$ cat src/sv/gwm_pkg.sv
// Shared types and constants for the glob wildcard matcher.
`default_nettype none

package gwm_pkg;

   // Request codes on req_type
   localparam logic [1:0] REQ_PATTERN_BYTE = 2'd0;
   localparam logic [1:0] REQ_PATTERN_END  = 2'd1;
   localparam logic [1:0] REQ_TEXT_BYTE    = 2'd2;
   localparam logic [1:0] REQ_TEXT_END     = 2'd3;

   // Pattern metacharacters
   localparam logic [7:0] CHAR_ANY   = 8'h3F;  // '?'
   localparam logic [7:0] CHAR_STAR  = 8'h2A;  // '*'
   localparam logic [7:0] CHAR_OPEN  = 8'h5B;  // '['
   localparam logic [7:0] CHAR_CLOSE = 8'h5D;  // ']'
   localparam logic [7:0] CHAR_ESC   = 8'h5C;  // backslash

   // ASCII case folding bounds
   localparam logic [7:0] CHAR_UPPER_A = 8'h41;
   localparam logic [7:0] CHAR_UPPER_Z = 8'h5A;
   localparam logic [7:0] CASE_OFFSET  = 8'h20;

   typedef enum logic [3:0] {
      ST_IDLE = 4'b0001,
      ST_CLS  = 4'b0010,
      ST_SCAN = 4'b0100,
      ST_MEMB = 4'b1000
   } state_type;

   typedef struct packed {
      logic eq_exact;
      logic eq_fold;
   } cmp_result_type;

endpackage

`default_nettype wire

$ cat src/sv/gwm_ram.sv
// Generic single-write, single-read RAM with registered read data.
`default_nettype none

module gwm_ram #(
   parameter int WIDTH = 8,
   parameter int DEPTH = 64
) (
   input  wire logic                     clock,
   input  wire logic                     wr_en,
   input  wire logic [$clog2(DEPTH)-1:0] wr_addr,
   input  wire logic [WIDTH-1:0]         wr_data,
   input  wire logic [$clog2(DEPTH)-1:0] rd_addr,
   output logic      [WIDTH-1:0]         rd_data
);

   logic [WIDTH-1:0] mem_ff [DEPTH];
   logic [WIDTH-1:0] rd_data_ff;

   always_ff @(posedge clock) begin
      if (wr_en) begin
         mem_ff[wr_addr] <= wr_data;
      end
      rd_data_ff <= mem_ff[rd_addr];
   end

   assign rd_data = rd_data_ff;

endmodule

`default_nettype wire

$ cat src/sv/gwm_cmp.sv
// Shared byte comparator: exact and case-folded equality.
`default_nettype none

module gwm_cmp (
   input  wire logic [7:0]          lhs,
   input  wire logic [7:0]          rhs,
   input  wire logic                fold_en,
   output gwm_pkg::cmp_result_type  result
);

   logic [7:0] lhs_fold;
   logic [7:0] rhs_fold;

   // Fold only 'A'..'Z'; everything else passes through
   always_comb begin
      lhs_fold = lhs;
      rhs_fold = rhs;
      if (fold_en && lhs >= gwm_pkg::CHAR_UPPER_A && lhs <= gwm_pkg::CHAR_UPPER_Z) begin
         lhs_fold = lhs + gwm_pkg::CASE_OFFSET;
      end
      if (fold_en && rhs >= gwm_pkg::CHAR_UPPER_A && rhs <= gwm_pkg::CHAR_UPPER_Z) begin
         rhs_fold = rhs + gwm_pkg::CASE_OFFSET;
      end
      result.eq_exact = (lhs == rhs);
      result.eq_fold  = (lhs_fold == rhs_fold);
   end

endmodule

`default_nettype wire

$ cat src/sv/glob_wildcard_matcher.sv
// Top level of the glob wildcard matcher: sequencer, pattern and class stores.
//
// Usage:
//   Requests are taken when start is high and busy is low. req_type selects
//   pattern byte, pattern end, text byte or text end; req_char_byte carries
//   the byte. Load a pattern byte by byte, seal it with a pattern end, then
//   stream text bytes; a text end returns one result on rsp_matched and
//   rsp_pattern_overflow, marked by rsp_strobe for one cycle, in the cycle
//   after the transfer. The receiver cannot stall; take the result then.
//   Text items before the first pattern end are dropped without a result.
// Work per request:
//   pattern byte: stored while the block stays idle.
//   text byte: one comparator walks every pattern position, and every
//   member of each active class, one per cycle.
//   pattern end: backward class walk, then rearm walk.
//   text end: result, then rearm walk.
// The user writes csr_case_insensitive through csr_valid/csr_ready while idle;
// the block does not enforce this. Reset clears the length, overflow flag, case mode
// and automaton state; the pattern and class stores hold garbage until written.
`default_nettype none

module glob_wildcard_matcher #(
   parameter int PATTERN_MAX = 64
) (
   input  wire logic       clock,
   input  wire logic       reset,
   input  wire logic       start,
   output logic            busy,
   input  wire logic [1:0] req_type,
   input  wire logic [7:0] req_char_byte,
   output logic            rsp_strobe,
   output logic            rsp_matched,
   output logic            rsp_pattern_overflow,
   input  wire logic       csr_valid,
   output logic            csr_ready,
   input  wire logic       csr_case_insensitive
);

   localparam int AW = $clog2(PATTERN_MAX);       // store address width
   localparam int PW = $clog2(PATTERN_MAX + 1);   // position / length width
   localparam logic [PATTERN_MAX:0] ActInit = {{PATTERN_MAX{1'b0}}, 1'b1};

   gwm_pkg::state_type state_ff, state_in;

   logic [PW-1:0]          len_ff, len_in;
   logic                   ovf_ff, ovf_in;
   logic                   sealed_ff, sealed_in;
   logic                   case_ff, case_in;
   logic [PATTERN_MAX:0]   act_ff, act_in;
   logic                   rsp_strobe_ff, rsp_strobe_in;

   logic [PATTERN_MAX:0]   nxt_ff, nxt_in;
   logic [AW-1:0]          p_ff, p_in;
   logic [AW-1:0]          m_ff, m_in;
   logic [AW-1:0]          q_ff, q_in;
   logic [AW-1:0]          near_ff, near_in;
   logic                   have_ff, have_in;
   logic                   hit_ff, hit_in;
   logic                   esc_ff, esc_in;
   logic                   adv_ff, adv_in;
   logic [7:0]             c_ff, c_in;
   logic                   rsp_matched_ff, rsp_matched_in;
   logic                   rsp_ovf_ff, rsp_ovf_in;

   // Store ports
   logic                   pat_we;
   logic [AW-1:0]          pat_waddr;
   logic [7:0]             pat_wdata;
   logic [7:0]             pat_rdata;
   logic                   cls_we;
   logic [AW-1:0]          cls_wdata;
   logic [AW-1:0]          cls_rdata;
   logic [AW-1:0]          rd_addr;

   gwm_pkg::cmp_result_type cmp;

   // Sequencer scratch
   logic                   accept;
   logic                   launch;
   logic                   launch_adv;
   logic                   enter_memb;
   logic                   esc_nx;
   logic                   hit_now;
   logic [PW-1:0]          base;
   logic [PW-1:0]          p0;
   logic [PW-1:0]          p1;
   logic [PATTERN_MAX:0]   n_vec;

   gwm_ram #(.WIDTH(8), .DEPTH(PATTERN_MAX)) u_pat_ram (
      .clock   (clock),
      .wr_en   (pat_we),
      .wr_addr (pat_waddr),
      .wr_data (pat_wdata),
      .rd_addr (rd_addr),
      .rd_data (pat_rdata)
   );

   // Class store: for each '[', index of its closing ']' or itself
   gwm_ram #(.WIDTH(AW), .DEPTH(PATTERN_MAX)) u_cls_ram (
      .clock   (clock),
      .wr_en   (cls_we),
      .wr_addr (p_ff),
      .wr_data (cls_wdata),
      .rd_addr (rd_addr),
      .rd_data (cls_rdata)
   );

   // The one comparator: stored byte against the current text byte
   gwm_cmp u_cmp (
      .lhs     (pat_rdata),
      .rhs     (c_ff),
      .fold_en (case_ff),
      .result  (cmp)
   );

   assign busy                 = (state_ff != gwm_pkg::ST_IDLE);
   assign csr_ready            = 1'b1;
   assign accept               = start && (state_ff == gwm_pkg::ST_IDLE);
   assign rsp_strobe           = rsp_strobe_ff;
   assign rsp_matched          = rsp_matched_ff;
   assign rsp_pattern_overflow = rsp_ovf_ff;
   assign p0                   = PW'(p_ff);
   assign p1                   = PW'(p_ff) + PW'(1);

   always_comb begin
      state_in       = state_ff;
      len_in         = len_ff;
      ovf_in         = ovf_ff;
      sealed_in      = sealed_ff;
      case_in        = case_ff;
      act_in         = act_ff;
      rsp_strobe_in  = 1'b0;
      nxt_in         = nxt_ff;
      p_in           = p_ff;
      m_in           = m_ff;
      q_in           = q_ff;
      near_in        = near_ff;
      have_in        = have_ff;
      hit_in         = hit_ff;
      esc_in         = esc_ff;
      adv_in         = adv_ff;
      c_in           = c_ff;
      rsp_matched_in = rsp_matched_ff;
      rsp_ovf_in     = rsp_ovf_ff;
      pat_we         = 1'b0;
      pat_waddr      = '0;
      pat_wdata      = req_char_byte;
      cls_we         = 1'b0;
      cls_wdata      = p_ff;
      rd_addr        = '0;
      launch         = 1'b0;
      launch_adv     = 1'b0;
      enter_memb     = 1'b0;
      esc_nx         = 1'b0;
      hit_now        = hit_ff | cmp.eq_fold;
      base           = sealed_ff ? '0 : len_ff;
      n_vec          = nxt_ff;

      if (csr_valid) begin
         case_in = csr_case_insensitive;
      end

      case (state_ff)
         gwm_pkg::ST_IDLE: begin
            if (accept) begin
               case (req_type)
                  gwm_pkg::REQ_PATTERN_BYTE: begin
                     // A byte after a seal starts a new pattern
                     if (sealed_ff) begin
                        sealed_in = 1'b0;
                        ovf_in    = 1'b0;
                     end
                     if (base < PW'(PATTERN_MAX)) begin
                        pat_we    = 1'b1;
                        pat_waddr = AW'(base);
                        len_in    = base + PW'(1);
                     end else begin
                        ovf_in = 1'b1;
                     end
                  end
                  gwm_pkg::REQ_PATTERN_END: begin
                     sealed_in = 1'b1;
                     if (len_ff == '0) begin
                        act_in = ActInit;
                     end else begin
                        // Walk the pattern backward to pair brackets
                        rd_addr  = AW'(len_ff - PW'(1));
                        p_in     = AW'(len_ff - PW'(1));
                        have_in  = 1'b0;
                        state_in = gwm_pkg::ST_CLS;
                     end
                  end
                  gwm_pkg::REQ_TEXT_BYTE: begin
                     if (sealed_ff) begin
                        c_in       = req_char_byte;
                        launch     = 1'b1;
                        launch_adv = 1'b1;
                     end
                  end
                  gwm_pkg::REQ_TEXT_END: begin
                     if (sealed_ff) begin
                        rsp_strobe_in  = 1'b1;
                        rsp_matched_in = !ovf_ff && act_ff[len_ff];
                        rsp_ovf_in     = ovf_ff;
                        launch         = 1'b1;
                     end
                  end
                  default: begin
                  end
               endcase
            end
         end

         gwm_pkg::ST_CLS: begin
            if (pat_rdata == gwm_pkg::CHAR_OPEN) begin
               cls_we    = 1'b1;
               cls_wdata = have_ff ? near_ff : p_ff;
            end
            if (pat_rdata == gwm_pkg::CHAR_CLOSE) begin
               near_in = p_ff;
               have_in = 1'b1;
            end
            if (p_ff == '0) begin
               launch = 1'b1;
            end else begin
               p_in    = p_ff - AW'(1);
               rd_addr = p_ff - AW'(1);
            end
         end

         gwm_pkg::ST_SCAN: begin
            // Escaped byte pending from the previous position
            if (adv_ff && esc_ff && cmp.eq_exact) begin
               n_vec[p1] = 1'b1;
            end
            if (adv_ff && act_ff[p0]) begin
               if (pat_rdata == gwm_pkg::CHAR_STAR) begin
                  n_vec[p0] = 1'b1;
               end else if (pat_rdata == gwm_pkg::CHAR_ANY) begin
                  n_vec[p1] = 1'b1;
               end else if (pat_rdata == gwm_pkg::CHAR_OPEN && PW'(cls_rdata) > p0 &&
                            PW'(cls_rdata) < len_ff) begin
                  // Walk members only when the class is not empty
                  if (PW'(cls_rdata) > p1) begin
                     enter_memb = 1'b1;
                  end
               end else if (pat_rdata == gwm_pkg::CHAR_ESC) begin
                  esc_nx = 1'b1;
               end else if (cmp.eq_fold) begin
                  n_vec[p1] = 1'b1;
               end
            end
            // Position p is final here: close a star over it
            if (n_vec[p0] && pat_rdata == gwm_pkg::CHAR_STAR) begin
               n_vec[p1] = 1'b1;
            end
            esc_in = esc_nx;
            if (p1 == len_ff) begin
               act_in   = n_vec;
               state_in = gwm_pkg::ST_IDLE;
            end else begin
               nxt_in  = n_vec;
               p_in    = p_ff + AW'(1);
               rd_addr = p_ff + AW'(1);
               if (enter_memb) begin
                  q_in     = cls_rdata;
                  m_in     = p_ff + AW'(1);
                  hit_in   = 1'b0;
                  state_in = gwm_pkg::ST_MEMB;
               end
            end
         end

         gwm_pkg::ST_MEMB: begin
            if (m_ff + AW'(1) == q_ff) begin
               if (hit_now) begin
                  nxt_in[PW'(q_ff) + PW'(1)] = 1'b1;
               end
               // Resume the main walk at the position after the '['
               rd_addr  = p_ff;
               state_in = gwm_pkg::ST_SCAN;
            end else begin
               hit_in  = hit_now;
               m_in    = m_ff + AW'(1);
               rd_addr = m_ff + AW'(1);
            end
         end

         default: begin
            state_in = gwm_pkg::ST_IDLE;
         end
      endcase

      // Start a position walk: advance on a text byte, rearm otherwise
      if (launch) begin
         if (len_ff == '0) begin
            act_in   = launch_adv ? '0 : ActInit;
            state_in = gwm_pkg::ST_IDLE;
         end else begin
            rd_addr  = '0;
            p_in     = '0;
            esc_in   = 1'b0;
            adv_in   = launch_adv;
            nxt_in   = launch_adv ? '0 : ActInit;
            state_in = gwm_pkg::ST_SCAN;
         end
      end
   end

   always_ff @(posedge clock) begin
      if (reset) begin
         state_ff      <= gwm_pkg::ST_IDLE;
         len_ff        <= '0;
         ovf_ff        <= 1'b0;
         sealed_ff     <= 1'b0;
         case_ff       <= 1'b0;
         act_ff        <= ActInit;
         rsp_strobe_ff <= 1'b0;
      end else begin
         state_ff      <= state_in;
         len_ff        <= len_in;
         ovf_ff        <= ovf_in;
         sealed_ff     <= sealed_in;
         case_ff       <= case_in;
         act_ff        <= act_in;
         rsp_strobe_ff <= rsp_strobe_in;
      end
   end

   always_ff @(posedge clock) begin
      nxt_ff         <= nxt_in;
      p_ff           <= p_in;
      m_ff           <= m_in;
      q_ff           <= q_in;
      near_ff        <= near_in;
      have_ff        <= have_in;
      hit_ff         <= hit_in;
      esc_ff         <= esc_in;
      adv_ff         <= adv_in;
      c_ff           <= c_in;
      rsp_matched_ff <= rsp_matched_in;
      rsp_ovf_ff     <= rsp_ovf_in;
   end

endmodule

`default_nettype wire

$ cat config.mk
export PLATFORM = sky130hd
export DESIGN_NAME = glob_wildcard_matcher
export DESIGN_NICKNAME = d
export VERILOG_FILES = /design/src/sv/gwm_pkg.sv /design/src/sv/gwm_ram.sv /design/src/sv/gwm_cmp.sv /design/src/sv/glob_wildcard_matcher.sv
export SDC_FILE = /design/constraint.sdc
export NUM_CORES = 2
export LEC_CHECK = 0
export BUFFER_PORTS_ARGS = -buffer_cell sky130_fd_sc_hd__buf_2
export CAP_MARGIN = 30
export CELL_PAD_IN_SITES_DETAIL_PLACEMENT = 1
export CELL_PAD_IN_SITES_GLOBAL_PLACEMENT = 1
export CORE_MARGIN = 4
export CORE_UTILIZATION = 58
export CTS_BUF_LIST = sky130_fd_sc_hd__clkbuf_8
export CTS_CLUSTER_SIZE = 24
export DETAILED_ROUTE_END_ITERATION = 12
export GPL_TIMING_DRIVEN = 0
export MAX_ROUTING_LAYER = met4
export PLACE_DENSITY = 0.95
export SLEW_MARGIN = 20
export SYNTH_ARGS = -nofsm -noshare
export SYNTH_HDL_FRONTEND = slang
export SYNTH_SLANG_ARGS = --single-unit
$ cat constraint.sdc
create_clock -name clock -period 8.8 [get_ports clock]
set_input_delay 0.88 -clock clock [delete_from_list [all_inputs] [get_ports clock]]
set_output_delay 0.88 -clock clock [all_outputs]
set_load 0.01 [all_outputs]
==> impl_metrics.yaml, run 1 <==
yosys:
  yosys_register_bits: 1093
  postSynthNetCount: 4502
  synthArstFlopShare_pct: 0
  synth_top_flop_cell: "edfxtp_1"
  syn_area_per_cell_um2: 11.2
  yosysTopAreaCell: "edfxtp_1"
  synth_top_cell_area_share_pct: 55.8
  synth.distinct_cells: 109
  synthesis.area_um2: 49900
  yosysSeqAreaShare_pct: 62.4
  netlist_instances: 4459
  synth_enable_flop_cells: 927
  ys_warn_count: 0
  synth_area_leaders: "edfxtp_1 56%, dfxtp_1 6.7%, nand2_1 4.8%"
floorplan:
  start_util_pct: 58.5
  io_pins: 20
  die_h_um: 301
  rows: 107
  dieWidth_um: 301
global_route:
  grt_usage_pct: 78.3
  overflow: 43
  grt_max_degree: 66
clock_network:
  ctsHoldBuffers: 0
  htree_levels: 4
  ctsResizeCount: 0
  cts_buffers: 173
  clock_sinks: 1093
  ctsLongestPathBuffers: 3
  root_buffer: "clkbuf_8"
  post-cts-setup-buffers: 0
outcome:
  error_line: "[ERROR GRT-0232] Routing congestion too high. Check the congestion heatmap in the GUI."
  stop_stage: "5_1_grt"
  run_status: "aborted with a tool error"
place:
  dp.final_hpwl_mm: 176
  gp_congestion: 1.14
  io_buffers: 17
## layer usage
layer | GRT overflow | track usage, %
met2 | 16 | 90.2
met5 | - | -
met4 | 26 | 74.8
met3 | 1 | 64.1
met1 | 0 | 78.7
## cells by family after synthesis
family	synth area share, %
AOI/OAI and AO/OA	14.5
xor gates and xnor gates	0.802
adders and majority gates	0.702
buffers and inverters	3.36
DFF	62.4
muxes	1.91
other	0.00751
and+or+nand+nor	16.3
## metrics by stage
stage	setup WS, ns	hold slack, ns	std cells	instance area [um2]
2_1_floorplan	4.37	0.403	4459	49900
3_3_place_gp	1.08	0.410	5620	51400
3_5_place_dp	0.778	0.420	5663	52100
4_1_cts	0.411	0.251	5967	55500
## cells in the mapped netlist, types with 27 or more instances
cell type and instances:
edfxtp_1 927, o31ai_1 48, nor2_1 439, inv_1 31, ha_1 28, nand4_1 31
clkbuf_1 212, dfxtp_1 166, a211oi_1 60, nand3_1 203, a21oi_1 286, buf_2 92
o21ai_0 118, nor3_1 220, o211ai_1 117, or3_1 127, nand2_1 639, a31oi_1 72
o311ai_0 82, buf_1 27, o22ai_1 31
==> run 2, diff against run 1 <==
--- a/config.mk
+++ b/config.mk
@@ -7,16 +7,11 @@
 export LEC_CHECK = 0
 export BUFFER_PORTS_ARGS = -buffer_cell sky130_fd_sc_hd__buf_2
 export CAP_MARGIN = 30
-export CELL_PAD_IN_SITES_DETAIL_PLACEMENT = 1
-export CELL_PAD_IN_SITES_GLOBAL_PLACEMENT = 1
 export CORE_MARGIN = 4
-export CORE_UTILIZATION = 58
-export CTS_BUF_LIST = sky130_fd_sc_hd__clkbuf_8
-export CTS_CLUSTER_SIZE = 24
+export CORE_UTILIZATION = 40
 export DETAILED_ROUTE_END_ITERATION = 12
 export GPL_TIMING_DRIVEN = 0
-export MAX_ROUTING_LAYER = met4
-export PLACE_DENSITY = 0.95
+export PLACE_DENSITY_LB_ADDON = 0.15
 export SLEW_MARGIN = 20
 export SYNTH_ARGS = -nofsm -noshare
 export SYNTH_HDL_FRONTEND = slang
==> impl_metrics.yaml, run 2 <==
outcome:
  run_status: "complete, no violations"
setup_path:
  cp_common_cell: "buf_4"
  path_delay_family: "buffers and inverters"
  cp-end-kind: "register"
  crit_type: "register to register"
  slowest_stage: "o311ai_0"
  crit_buf_inv: 8
  path_max_fanout: 14
  critPathRequiredTime_ns: 9.47
  critical_path.max_stage_delay_ns: 0.92
  cp-start-kind: "register"
  worstPathCellList: "buf_4 -> buf_4 -> clkinv_1 -> ha_1 -> clkbuf_1 -> xnor2_1 -> nand4_1 -> a211oi_4 -> inv_1 -> ha_1 -> a221oi_2 -> o31a_1 -> buf_4 -> clkbuf_1 -> buf_2 -> nor3_1 -> o311ai_0 -> o31ai_1 -> a222oi_1 -> and4b_1"
  crit_arrival_ns: 8.88
final_layout:
  multi_input_area_um2: 17300
  final_area_um2: 56900
  ff_latch_area_um2: 31200
  regMostFlops: "u_pat_ram.mem_ff"
  final_nets: 4713
  areaGrowthSynthToFinish_pct: 14.0
  n_fill_cell: 11600
  largest_reg_flops: 512
  drive_gt1_share_pct: 10.3
  reg_top3: "u_pat_ram.mem_ff x512, u_cls_ram.mem_ff x384"
  fin_cells: 6410
  mostFrequentLayoutCells: "927 x edfxtp_1, 639 x nand2_1, 431 x nor2_1"
  final_common_cell: "edfxtp_1"
power_and_ir_drop:
  pwr_density_cell_nw_per_um2: 253
  ir_drop_mv: 0.181
  power_w: 0.0144
  p_leak_nw: 18.2
place:
  place_area_um2: 53100
  place_inst: 6178
  gp_congestion: 1.09
  preCtsSetupSlack_ns: 1.13
  dp.final_hpwl_mm: 159
  io_buffers: 17
yosys:
  syn_area_per_cell_um2: 11.2
  synth.distinct_cells: 109
  synth_top_cell_area_share_pct: 55.8
  netlist_instances: 4459
  synth_enable_flop_cells: 927
  postSynthNetCount: 4502
  yosysTopAreaCell: "edfxtp_1"
  yosysMostFrequentCell: "edfxtp_1"
  synthArstFlopShare_pct: 0
  ys_warn_count: 0
  yosysSeqAreaShare_pct: 62.4
  synth_commonest_cells: "927 x edfxtp_1, 639 x nand2_1, 439 x nor2_1"
  synth_area_leaders: "edfxtp_1 56%, dfxtp_1 6.7%, nand2_1 4.8%"
  synth_top_flop_cell: "edfxtp_1"
  yosys_register_bits: 1093
  synthesis.area_um2: 49900
detailed_routing:
  drtIter0Drc: 6053
  ant_nets: 0
  drtPass1Iterations: 8
  wirelength_mm: 218
  drc_errors: 0
  vias_per_cell: 6.38
  via_count: 40900
  routedWlPerCell_um: 34.0
clock_network:
  tritoncts: "yes"
  post-cts-setup-buffers: 0
  ctsLongestPathBuffers: 3
  path_clk_slew_ns: 0.07
  ctsResizeCount: 0
  ctsHoldBuffers: 0
  root_buffer: "clkbuf_16"
  cts_buffers: 118
  htree_levels: 3
  clock_sinks: 1093
  insertion_delay_ns: 0.77
timing:
  setup_tns_ns: 0
  final.period_utilization_pct: 93.4
  max-slew-margin-rel_pct: 24.5
  fmax_mhz: 122
  hold_viol: 0
  worst_slew_pin_slew_ns: 1.13
  worst_clock_skew_ns: 0.0516
  worst_slack_ns: 0.584
  slew_viol_final: 0
  fin_crit_ns: 8.22
  rsz0062_at_grt: "no"
  setup_viol: 0
floorplan:
  rows: 129
  die_area_um2: 130000
  start_util_pct: 40.3
  die_h_um: 361
  dieWidth_um: 361
  io_pins: 20
  coreArea_um2: 124000
flow_run:
  maxCapViolCount: 0
global_route:
  grt_usage_pct: 32.6
  grt_max_degree: 66
  grt_antenna_before_repair: 9
  grt_pass1_wl_mm: 301
  overflow: 0
  grt_pass1_vias: 38800
worst_hold_path:
  hold_class: "primary input to register"
[run 2: final timing paths]
check,start,endpoint,slack (ns),cells past startpoint
max reg2reg,p_ff[0],u_pat_ram.rd_data[5],0.58,20
min,csr_case_insensitive,case_ff,0.38,3
min reg2reg,u_cls_ram.rd_data[0],q_ff[0],0.43,0
max,p_ff[0],u_pat_ram.rd_data[5],0.58,20
[run 2: layout make-up]
cell class / count / area share (%)
multi-input cells: 2974 / 30.4
clock buffers: 149 / 5.43
flip-flops and latches: 1093 / 54.8
well taps: 1637 / 3.60
clock inverters: 68 / 1.11
repair buffers: 91 / 1.69
diodes: 6 / 0.0264
plain buffers: 352 / 2.69
inverters: 40 / 0.264
[run 2: through the flow]
step | hold WS (ns) | util, %
3_3_place_gp | 0.409 | 42.0
6_report | 0.385 | 46.0
5_1_grt | 0.386 | 45.9
4_1_cts | 0.343 | 45.9
3_5_place_dp | 0.422 | 42.9
2_1_floorplan | 0.403 | -
[run 2: cell families (layout without fill, tap and decap cells)]
logic type	after synthesis	after routing	share of synthesized area [%]
and+or+nand+nor	1794	1794	16.3
DFF	1093	1093	62.4
AOI/OAI and AO/OA	1049	1049	14.5
buffers and inverters	392	700	3.36
other	1	7	0.00751
muxes	64	64	1.91
xor gates and xnor gates	38	38	0.802
adders and majority gates	28	28	0.702
[run 2: power by group]
group,leakage [nW],internal (W),switching [W]
registers,9.68,0.00589,0.000111
logic,6.67,0.000809,0.00265
clock network,1.80,0.00275,0.00217
total,18.2,0.00945,0.00493
[run 2: worst min-delay path, cell delays in order]
cell     delay [ns]
buf_2          0.07
mux2i_1        0.06
nor2_1         0.07
[run 2: routing by layer]
layer / up-vias / routed length (um) / share of wire, % / track usage [%]
li1: 17400 / - / - / -
met1: 20500 / 85100 / 39 / 42.7
met2: 2426 / 95900 / 44 / 49.5
met3: 589 / 20500 / 9.4 / 6.28
met4: 4 / 16500 / 7.6 / 21.4
met5: - / 136 / 0.062 / 0.654
Note: power is estimated with default switching activity, not from simulation.
